[config.mk]
export PLATFORM = sky130hd
export DESIGN_NAME = pde_cell
export DESIGN_NICKNAME = d
export VERILOG_FILES = /design/src/hw/rtl/pde_pkg.sv /design/src/hw/rtl/pde_cell.sv
export SDC_FILE = /design/constraint.sdc
export NUM_CORES = 1
export LEC_CHECK = 0
export BUFFER_PORTS_ARGS = -buffer_cell sky130_fd_sc_hd__buf_2
export CAP_MARGIN = 30
export CORE_MARGIN = 1
export CORE_UTILIZATION = 51
export DETAILED_ROUTE_END_ITERATION = 12
export PLACE_DENSITY_LB_ADDON = 0.08
export SKIP_LAST_GASP = 1
export SYNTH_ARGS = -nofsm -noshare
export SYNTH_HDL_FRONTEND = slang
export SYNTH_SLANG_ARGS = --single-unit
[constraint.sdc]
create_clock -name clk_i -period 17.2 [get_ports clk_i]
set_input_delay 4.3 -clock clk_i [delete_from_list [all_inputs] [get_ports clk_i]]
set_output_delay 4.3 -clock clk_i [all_outputs]
set_load 0.01 [all_outputs]
[src/hw/rtl/pde_pkg.sv]
// Package for the polynomial derivative evaluator: widths, types, helpers.
// Depends on nothing.
package pde_pkg;
  localparam int unsigned NumCoeffs = 8;
  localparam int unsigned NumRegs = 8;
  localparam int unsigned CoefW = 32;
  localparam int unsigned ValW = 48;
  localparam int unsigned MulW = 32;
  localparam int unsigned IdxW = 3;
  localparam int unsigned CntW = 4;
  localparam logic signed [ValW-1:0] SatMax = {1'b0, {(ValW-1){1'b1}}};
  localparam logic signed [ValW-1:0] SatMin = {1'b1, {(ValW-1){1'b0}}};

  typedef enum logic {
    CMD_DERIV = 1'b0,
    CMD_TANGENT = 1'b1
  } cmd_e;

  typedef enum logic [2:0] {
    ST_IDLE,
    ST_SCALE,
    ST_HORNER,
    ST_TAN_MUL,
    ST_DONE
  } state_e;

  typedef enum logic [2:0] {
    MAC_IDLE,
    MAC_LO,
    MAC_HI,
    MAC_RND,
    MAC_ADD,
    MAC_DONE
  } mac_phase_e;

  // Clip a wide signed value to the 48-bit range.
  function automatic logic [ValW:0] clip72(input logic signed [71:0] v);
    logic [ValW:0] r;
    if (v > 72'(SatMax)) begin
      r = {1'b1, SatMax};
    end else if (v < 72'(SatMin)) begin
      r = {1'b1, SatMin};
    end else begin
      r = {1'b0, v[ValW-1:0]};
    end
    return r;
  endfunction
endpackage

[src/hw/rtl/pde_cell.sv]
// One coefficient cell: holds a coefficient, scales it by one integer per step.
// Depends on pde_pkg.
module pde_cell import pde_pkg::*; (
  input  logic                   clk_i,
  input  logic                   rst_ni,
  input  logic                   load_i,
  input  logic signed [CoefW-1:0] coef_i,
  input  logic                   step_i,
  input  logic [CntW-1:0]        mult_i,
  input  logic                   shift_i,
  input  logic signed [ValW-1:0] nbr_i,
  output logic signed [ValW-1:0] val_o,
  output logic                   sat_o
);
  logic signed [ValW-1:0] val_q, val_d;
  logic signed [71:0] prod;
  logic [ValW:0] clp;

  assign prod = 72'(val_q) * $signed({1'b0, mult_i});
  assign clp = clip72(prod);

  always_comb begin
    val_d = val_q;
    sat_o = 1'b0;
    if (load_i) begin
      val_d = ValW'(coef_i);
    end else if (shift_i) begin
      val_d = nbr_i;
    end else if (step_i) begin
      val_d = clp[ValW-1:0];
      sat_o = clp[ValW];
    end
  end

  always_ff @(posedge clk_i or negedge rst_ni) begin
    if (!rst_ni) begin
      val_q <= '0;
    end else begin
      val_q <= val_d;
    end
  end

  assign val_o = val_q;
endmodule

==> reports/qor.csv <==
stage;metric;value;unit
yosys;synth_seq_area_share;11.2;%
placed_design;io_buffers;137;
setup_path;rr_worst_depth;18;
setup_path;critical_path_buf_inv_count;4;
yosys;async_reset_ff_share;100;%
timing;rsz0062_at_grt;no;
yosys;synth_common_cells;193 x inv_1, 153 x and2_1, 132 x a21oi_1, 119 x nand2_1;
floorplan;fp-row-count;52;
timing;worst_pin_slew;0.981;ns
timing;finalSetupViolCount;0;
floorplan;initial_utilization;52.6;%
outcome;status;completed;
floorplan;core;0.0204;mm2
drt;firstDrtPassIters;5;
setup_path;path_max_fanout;48;
yosys;yosysUniqueCellTypes;75;
floorplan;dieArea;0.0216;mm2
setup_path;critPathLaunch;mult_i[2];
floorplan;fp.dieW;147;um
flow_run;max_cap_violations;0;
yosys;synth-adder-area-share;30.2;%
min_path;hold_start;val_o[47]$_DFFE_PN0P_;
global_route;grt_pass1_wl;49000;um
timing;setup_tns;0;ns
setup_path;critPathKind;input port to primary output;
setup_path;slowest_stage;nor3_1;
clock_tree;hold_buffers;0;
timing;min_period_over_period;81.0;%
timing;fin_skew;0.0121;ns
min_path;hold_class;flop to flop;
timing;drv_slew;0;
layout;syn_to_final_growth;7.49;%
placed_design;finalWeightedCongestion;0.952;
setup_path;crit_cells;18;
yosys;ys_warn_count;0;
yosys;avgSynthCellArea;7.87;um2
yosys;synth_top_area_share;18.1;%
setup_path;worstPathCellList;buf_2, and2_1, ha_1, fa_1, inv_1, fa_1, inv_1, ha_1, a21oi_1, o21ai_0, a21boi_1, a31oi_1, nor3_1, o311ai_1, xnor2_1, o31a_1, o211a_1, buf_2;
yosys;synth_mux_area_share;0.489;%
yosys;synth-seq-cells;48;
yosys;synth_top_family_by_area;adder cells;
yosys;synth_compound_area_share;19.3;%
setup_path;worst-endpoint-required;12.90;ns
drt;ant_nets;0;
clock_tree;cts_buffer_depth;2;
yosys;yosysTopAreaCell;fa_1;
setup_path;start_kind;input port;
timing;fmax;71.8;MHz
yosys;yosys.area_share.xor_xnor;3.75;%
global_route;grt_usage;28.2;%
timing;finalCriticalPeriod;13.93;ns
setup_path;cp-end-kind;primary output;
min_path;worstHoldPathCells;2;
global_route;grt_overflow;0;
yosys;synthFlopType;dfrtp_1;
clock_tree;numCtsBuffers;5;
timing;final-hold-violation-count;0;
global_route;grt_max_degree;85;
global_route;grt_pass1_vias;9497;
clock_tree;path_clk_slew;0.07;ns
layout;largest_reg_flops;48;
floorplan;die_h;147;um
clock_tree;worstSkewPairLatency;0.32;ns
drt;vias;9503;
yosys;yosysMostFrequentCell;inv_1;
global_route;antenna_found_initial;0;
drt;vias_per_cell;5.57;
clock_tree;ctsRootBufferMaster;clkbuf_16;
clock_tree;clkSinkCount;48;
clock_tree;cts_tree;built;
yosys;synth_simple_gate_area_share;24.1;%
drt;routed_wl;29500;um
layout;nNetsFinal;1726;
setup_path;timing.rr.start;val_o[9]$_DFFE_PN0P_;
yosys;synthCells;1365;
clock_tree;cts_resized;0;
clock_tree;cts_setup_buffers;0;
setup_path;worstPathArrival;9.63;ns
layout;n_antenna_cell;0;
yosys;synth_area_leaders;fa_1 18%, ha_1 12%, dfrtp_1 11%, and2_1 8.9%, inv_1 6.7%;
yosys;synthesis.area;0.0107;mm2
floorplan;ioPinCount;138;
yosys;synth_edf_count;0;
setup_path;cp_top_family;adder cells;
drt;drc;0;
drt;drt_iter0_drc;546;
setup_path;slowest_delay;0.60;ns
placed_design;post-dp-hpwl;22500;um
clock_tree;htreeDepth;2;
drt;wl_per_cell;17.3;um
timing;relSlewSlack;34.6;%
yosys;synthesis.nets;1655;
layout;drive_gt1_share;14.5;%
metrics by stage:
stage / util, % / worst slack [ns] / instances / cell area, um2 / hold WS, ns
after global routing: 56.5 / 2.95 / 1707 / 11500 / 0.702
after detailed placement: 55.6 / 3.32 / 1699 / 11400 / 0.623
after CTS: 56.5 / 3.31 / 1707 / 11500 / 0.645
final: 56.5 / 3.27 / 1707 / 11500 / 0.637
after global placement: 55.6 / 3.31 / 1698 / 11300 / 0.612
after floorplan: - / 4.12 / 1365 / 10700 / 0.604
path summary, 6_finish.rpt:
check                           slack (ns)                    end
worst max-delay path                  3.27                  sat_o
worst min-delay path                  0.64  val_o[47]$_DFFE_PN0P_
worst max register to register       10.99   val_o[8]$_DFFE_PN0P_
worst min register to register        0.64  val_o[47]$_DFFE_PN0P_
max in group asynchronous            12.58  val_o[25]$_DFFE_PN0P_
min in group asynchronous             4.13  val_o[29]$_DFFE_PN0P_
routing by layer:
| layer | up-vias | part of all wire [%] | global-route usage [%] |
|---|---|---|---|
| li1 | 4652 | - | - |
| met1 | 4644 | 47 | 38.9 |
| met2 | 183 | 49 | 48.8 |
| met3 | 24 | 2.4 | 1.58 |
| met4 | 0 | 1.3 | 5.77 |
| met5 | - | 0 | 0 |
logic make-up (layout without fill, tap and decap cells):
family	Yosys count	after routing
xor gates and xnor gates	46	46
AOI/OAI and AO/OA	307	307
DFF	48	48
buffers and inverters	272	344
and+or+nand+nor	487	487
muxes	4	4
adders and majority gates	201	201
cell usage in the layout, fill, tap and decap left out, types with 3 or more instances in the layout:
master	Yosys	final
a211oi_1	9	9
a21o_1	19	19
a21oi_1	132	132
a21oi_2	16	16
a221oi_1	3	3
a22oi_1	4	4
a31oi_1	3	3
and2_1	153	153
and3_1	4	4
buf_2	8	135
buf_4	10	7
clkbuf_16	0	5
dfrtp_1	48	48
fa_1	97	97
ha_1	104	104
inv_1	193	193
mux2i_1	3	3
nand2_1	119	119
nand2b_1	6	6
nand3_1	19	19
nand4_1	18	18
nor2_1	104	104
nor3_1	13	13
nor3b_1	29	29
o211ai_1	16	16
o211ai_2	10	10
o21ai_0	37	37
o21ai_1	8	8
o21bai_1	6	6
o221ai_1	3	3
o221ai_2	11	11
o31a_1	3	3
o31ai_1	4	4
xnor2_1	24	24
xor2_1	22	22
area by class of cell:
| cell class | count | area (um2) |
|---|---|---|
| clock buffer | 7 | 153 |
| clock inverter | 1 | 30.0 |
| multi-input combinational | 1045 | 8360 |
| fill | 2025 | 8890 |
| timing repair buffer | 143 | 739 |
| inverter | 193 | 724 |
| sequential | 48 | 1200 |
| tap | 270 | 338 |
worst min-delay path, stage by stage, from the launching register on:
cell     delay [ns]
dfrtp_1        0.45
a21oi_1        0.08
o21ai_0        0.06
Power is not shown: default switching activity piles up to over one toggle a cycle in this logic, so the estimate is an artifact.
