File: src/hw/rtl/pde_pkg.sv
// Package for the polynomial derivative evaluator: widths, types, helpers.
// Depends on nothing.
package pde_pkg;
  localparam int unsigned NumCoeffs = 8;
  localparam int unsigned NumRegs = 8;
  localparam int unsigned CoefW = 32;
  localparam int unsigned ValW = 48;
  localparam int unsigned MulW = 32;
  localparam int unsigned IdxW = 3;
  localparam int unsigned CntW = 4;
  localparam logic signed [ValW-1:0] SatMax = {1'b0, {(ValW-1){1'b1}}};
  localparam logic signed [ValW-1:0] SatMin = {1'b1, {(ValW-1){1'b0}}};

  typedef enum logic {
    CMD_DERIV = 1'b0,
    CMD_TANGENT = 1'b1
  } cmd_e;

  typedef enum logic [2:0] {
    ST_IDLE,
    ST_SCALE,
    ST_HORNER,
    ST_TAN_MUL,
    ST_DONE
  } state_e;

  typedef enum logic [2:0] {
    MAC_IDLE,
    MAC_LO,
    MAC_HI,
    MAC_RND,
    MAC_ADD,
    MAC_DONE
  } mac_phase_e;

  // Clip a wide signed value to the 48-bit range.
  function automatic logic [ValW:0] clip72(input logic signed [71:0] v);
    logic [ValW:0] r;
    if (v > 72'(SatMax)) begin
      r = {1'b1, SatMax};
    end else if (v < 72'(SatMin)) begin
      r = {1'b1, SatMin};
    end else begin
      r = {1'b0, v[ValW-1:0]};
    end
    return r;
  endfunction
endpackage

File: src/hw/rtl/pde_qmac.sv
// Rounded Q32.16 multiply, clip, add, clip: acc * x + addend, over several cycles.
// A 32 by 32 multiplier forms the product in two halves; done follows LO, HI, RND and ADD.
// Depends on pde_pkg.
module pde_qmac import pde_pkg::*; (
  input  logic                   clk_i,
  input  logic                   rst_ni,
  input  logic                   start_i,
  input  logic signed [ValW-1:0] acc_i,
  input  logic signed [ValW:0]   x_i,
  input  logic signed [ValW-1:0] add_i,
  output logic                   busy_o,
  output logic                   done_o,
  output logic signed [ValW-1:0] res_o,
  output logic                   sat_o
);
  mac_phase_e ph_q, ph_d;
  logic neg_q, neg_d;
  logic [ValW-1:0] ua_q, ua_d;
  logic [MulW-1:0] ub_q, ub_d;
  logic signed [ValW-1:0] add_q, add_d;
  logic [63:0] plo_q, plo_d, m_q, m_d;
  logic signed [ValW-1:0] prd_q, prd_d, res_q, res_d;
  logic psat_q, psat_d, sat_q, sat_d;
  logic [MulW-1:0] mul_a;
  logic [63:0] mul_p;
  logic signed [71:0] sum;
  logic [ValW:0] clp;

  assign mul_a = (ph_q == MAC_LO) ? ua_q[MulW-1:0] : {16'h0, ua_q[ValW-1:MulW]};
  assign mul_p = 64'(mul_a) * 64'(ub_q);
  assign sum = 72'(prd_q) + 72'(add_q);
  assign clp = clip72(sum);

  always_comb begin
    ph_d = ph_q; neg_d = neg_q; ua_d = ua_q; ub_d = ub_q; add_d = add_q;
    plo_d = plo_q; m_d = m_q; prd_d = prd_q; psat_d = psat_q;
    res_d = res_q; sat_d = sat_q;
    case (ph_q)
      MAC_IDLE: begin
        if (start_i) begin
          neg_d = acc_i[ValW-1] ^ x_i[ValW];
          ua_d = acc_i[ValW-1] ? ValW'(-acc_i) : ValW'(acc_i);
          ub_d = x_i[ValW] ? MulW'(-x_i) : MulW'(x_i);
          add_d = add_i;
          ph_d = MAC_LO;
        end
      end
      MAC_LO: begin
        plo_d = mul_p;
        ph_d = MAC_HI;
      end
      MAC_HI: begin
        m_d = (mul_p << 16) + ((plo_q + 64'h8000) >> 16);
        ph_d = MAC_RND;
      end
      MAC_RND: begin
        psat_d = 1'b0;
        if (neg_q) begin
          if (m_q > 64'h8000_0000_0000) begin
            prd_d = SatMin;
            psat_d = 1'b1;
          end else begin
            prd_d = -$signed(m_q[ValW-1:0]);
          end
        end else if (m_q > 64'(SatMax)) begin
          prd_d = SatMax;
          psat_d = 1'b1;
        end else begin
          prd_d = m_q[ValW-1:0];
        end
        ph_d = MAC_ADD;
      end
      MAC_ADD: begin
        res_d = clp[ValW-1:0];
        sat_d = psat_q | clp[ValW];
        ph_d = MAC_DONE;
      end
      MAC_DONE: begin
        ph_d = MAC_IDLE;
      end
      default: ph_d = MAC_IDLE;
    endcase
  end

  always_ff @(posedge clk_i or negedge rst_ni) begin
    if (!rst_ni) begin
      ph_q <= MAC_IDLE;
    end else begin
      ph_q <= ph_d;
    end
  end

  always_ff @(posedge clk_i) begin
    neg_q <= neg_d; ua_q <= ua_d; ub_q <= ub_d; add_q <= add_d;
    plo_q <= plo_d; m_q <= m_d; prd_q <= prd_d; psat_q <= psat_d;
    res_q <= res_d; sat_q <= sat_d;
  end

  assign busy_o = (ph_q != MAC_IDLE);
  assign done_o = (ph_q == MAC_DONE);
  assign res_o = res_q;
  assign sat_o = sat_q;
endmodule

File: config.mk
export PLATFORM = sky130hd
export DESIGN_NAME = pde_qmac
export DESIGN_NICKNAME = d
export VERILOG_FILES = /design/src/hw/rtl/pde_pkg.sv /design/src/hw/rtl/pde_qmac.sv
export SDC_FILE = /design/constraint.sdc
export NUM_CORES = 2
export LEC_CHECK = 0
export BUFFER_PORTS_ARGS = -buffer_cell sky130_fd_sc_hd__buf_2
export CORE_AREA = 3 3 465 237
export CTS_CLUSTER_DIAMETER = 120
export CTS_CLUSTER_SIZE = 30
export DETAILED_ROUTE_END_ITERATION = 8
export DIE_AREA = 0 0 468 240
export PLACE_DENSITY = 0.68
export SETUP_SLACK_MARGIN = 0.15
export SLEW_MARGIN = 25
export SYNTH_ARGS = -nofsm -noshare
export SYNTH_HDL_FRONTEND = slang
export SYNTH_SLANG_ARGS = --single-unit
File: constraint.sdc
create_clock -name clk_i -period 12.45 [get_ports clk_i]
set_clock_uncertainty 0.1 [all_clocks]
set_input_delay 0.6225 -clock clk_i [delete_from_list [all_inputs] [get_ports clk_i]]
set_output_delay 0.6225 -clock clk_i [all_outputs]
set_load 0.02 [all_outputs]
==> summary.md <==
| Metric | Value |
|---|---|
| Clk slew on worst S/H paths | 130 ps |
| TNS Setup | 0 ps |
| Worst path required time | 12660 ps |
| Crit. End Element | register |
| Fmax achieved | 84.8 MHz |
| Synth Area in Compound Gates | 0.0827 |
| Max-slew violations | 0 |
| Setup slack after layout | 662 ps |
| Starting density of the core | 0.498 |
| XOR/XNOR Fraction of Synth Area | 0.0445 |
| Critical Path Most Common Cell | fa_1 |
| Gr ovfl total | 0 |
| Synth Area in Adders | 0.420 |
| Num rows | 85 |
| Gpl congestion | 1.02 |
| Final setup vio count | 0 |
| Root cell of the clock tree | clkbuf_16 |
| Worst-Skew Late Latency | 600 ps |
| Tcrit/Tclk final | 0.947 |
| Worst Path Class, Setup | register to register |
| Commonest non-fill, non-tap cell in the layout | inv_1 |
| Mux share of post-synthesis cell area | 0.00419 |
| EDFF count, synth | 340 |
| Commonest cells after routing, fill and taps aside | inv_1, fa_1, nand2_1 |
| First-pass GRT wire length | 254000 um |
| TritonCTS clock tree | built |
| CP Max Fanout | 31 |
| Core footprint | 0.107 sq mm |
| First drt pass iteration count | 6 |
| Worst slew pin tran | 1160 ps |
| Top delay family on crit path | adder cells |
| Num CTS Buffers | 16 |
| Mean Syn Cell Area | 9.64 sq um |
| FFs w/ async S/R, synth | 0.00875 |
| Setup WS pre-CTS | 897 ps |
| Fin nets | 6928 |
| Synth Cell Area | 0.0531 sq mm |
| Fin. Hold Viols | 0 |
| Min Tclk post-route | 11790 ps |
| Reg-to-reg setup timing slack | 660 ps |
| DR vias/cell | 5.82 |
| Via count | 40623 |
| Status | completed |
| Post-CTS setup buffer count | 0 |
| Final cell count without fillers | 6984 |
| CP max stage delay | 670 ps |
| Synth cell types | 98 |
| Layout fillers | 9666 |
| # placed instances | 6954 |
| Antenna violations before repair | 7 |
| Area growth syn-to-layout | 5.79% |
| Syn_nets | 6899 |
| Post-route ant nets | 0 |
| Fraction of layout cells with a size suffix above 1 | 0.0753 |
| Simple-gate area share of the yosys netlist | 0.165 |
| CP max-delay cell | mux2_2 |
| Clock Sinks | 343 |
| Vias in the first global route | 40304 |
| Iter 0 DRT Violations | 4810 |
| Largest family of logic cells by synthesized area | adder cells |
| Final WL | 166000 um |
| Top Ports | 199 |
| DR DRC count | 0 |
| Die Ht | 240 um |
| Largest net degree at the start of global routing | 176 |
| Post-Synthesis Cells | 5510 |
| Startpoint Class | register |
| Seq/Total Area, Yosys | 0.194 |
| Die area | 0.112 sq mm |
| Htree depth | 1 |
| Die Wd | 468 um |
| Wirelength per Cell | 23.8 um |
| Port buffer count | 182 |
| Relative slew slack | 0.224 |
| Max clock buf depth | 3 |
| Ys Warns | 0 |
| CP Buf/Inv Count | 8 |
| WP data arrival | 12000 ps |
| Overall Global Routing Usage | 0.300 |
| FF+latch count, synth | 343 |
| Ys flop type | edfxtp_1 |
| RSZ-0062 raised after global routing | no |
| Hold crit path type | primary input to register |
| Detail Placement HPWL | 138000 um |
| Hold_ws | 93.2 ps |
| Maxcap violations | 0 |
logic make-up after synthesis:
kind of cell / Yosys count
and+or+nand+nor: 1715
buffers and inverters: 1260
adders and majority gates: 1246
AOI/OAI and AO/OA: 657
DFF: 343
xor gates and xnor gates: 269
muxes: 20
cell usage after synthesis (6+ instances only):
cell type	number	area (sq um)
o41ai_1	20	175
or4_1	19	143
inv_1	959	3600
edfxtp_1	340	10200
and4_1	7	61.3
clkbuf_1	274	1030
a41oi_1	7	61.3
buf_2	14	70.1
or3_1	33	206
fa_1	898	18000
nor2_1	125	469
and2_1	333	2080
xnor2_1	196	1720
or2_1	6	37.5
o21ai_1	13	65.1
o211ai_1	11	82.6
nor2b_1	13	81.3
a21oi_1	141	706
nand3_1	51	255
or2_2	12	75.1
o31ai_1	38	285
a211oi_1	26	195
nand2_1	705	2650
nand2b_1	29	181
xor2_1	72	631
and3_1	224	1400
o21a_1	23	173
ha_1	343	4290
nor3_1	50	250
o21bai_1	18	135
a21o_1	72	541
nor4_1	19	119
o311ai_1	37	324
nand4_1	45	282
mux2_2	18	203
a31oi_1	11	68.8
o21ai_0	169	846
per-stage QoR:
| step | instance area [sq um] | utilization |
|---|---|---|
| 6_report | 56200 | 0.527 |
| 3_5_place_dp | 55700 | 0.522 |
| 4_1_cts | 56100 | 0.526 |
| 5_1_grt | 56200 | 0.527 |
| 2_1_floorplan | 53100 | - |
| 3_3_place_gp | 55600 | 0.522 |
area by class of cell:
cell class | instances | area (sq um) | area share
antenna | 8 | 20.0 | 0.000356
timing repair buffer | 310 | 1910 | 0.0339
tap | 1435 | 1800 | 0.0320
sequential | 343 | 10300 | 0.183
clock inverter | 4 | 68.8 | 0.00122
multi-input combinational | 3907 | 38100 | 0.678
inverter | 961 | 3610 | 0.0642
clock buffer | 16 | 400 | 0.00713
sequential cells by signal, indices dropped and copies added (netlist names):
name	count
ub_q	32
plo_q	49
psat_q	1
res_o	48
m_q	64
sat_o	1
neg_q	1
ua_q	48
ph_q	3
prd_q	48
add_q	48
path summary, 6_finish.rpt:
check                         start        to  cells past startpoint
setup reg to reg            ph_q[1]   m_q[56]                     36
setup / recovery            ph_q[1]   m_q[56]                     36
hold / removal             add_i[2]  add_q[2]                      1
hold reg to reg              psat_q     sat_o                      1
min in group asynchronous    rst_ni   ph_q[0]                      2
max in group asynchronous    rst_ni   ph_q[2]                      2
per-layer routing:
| layer | global-route usage | part of all wire | vias up |
|---|---|---|---|
| li1 | - | - | 17718 |
| met2 | 0.349 | 0.34 | 2370 |
| met3 | 0.142 | 0.17 | 123 |
| met1 | 0.488 | 0.47 | 20408 |
| met5 | 0.0198 | 0.0029 | - |
| met4 | 0.0456 | 0.017 | 4 |
what timing repair did:
item                       in CTS  in global routing
resized for setup               0                  1
setup endpoints to repair       0                  5
hold endpoints to repair        3                  0
hold buffers                    1                  0
Power is not shown: default switching activity piles up to over one toggle a cycle in this logic, so the estimate is an artifact.
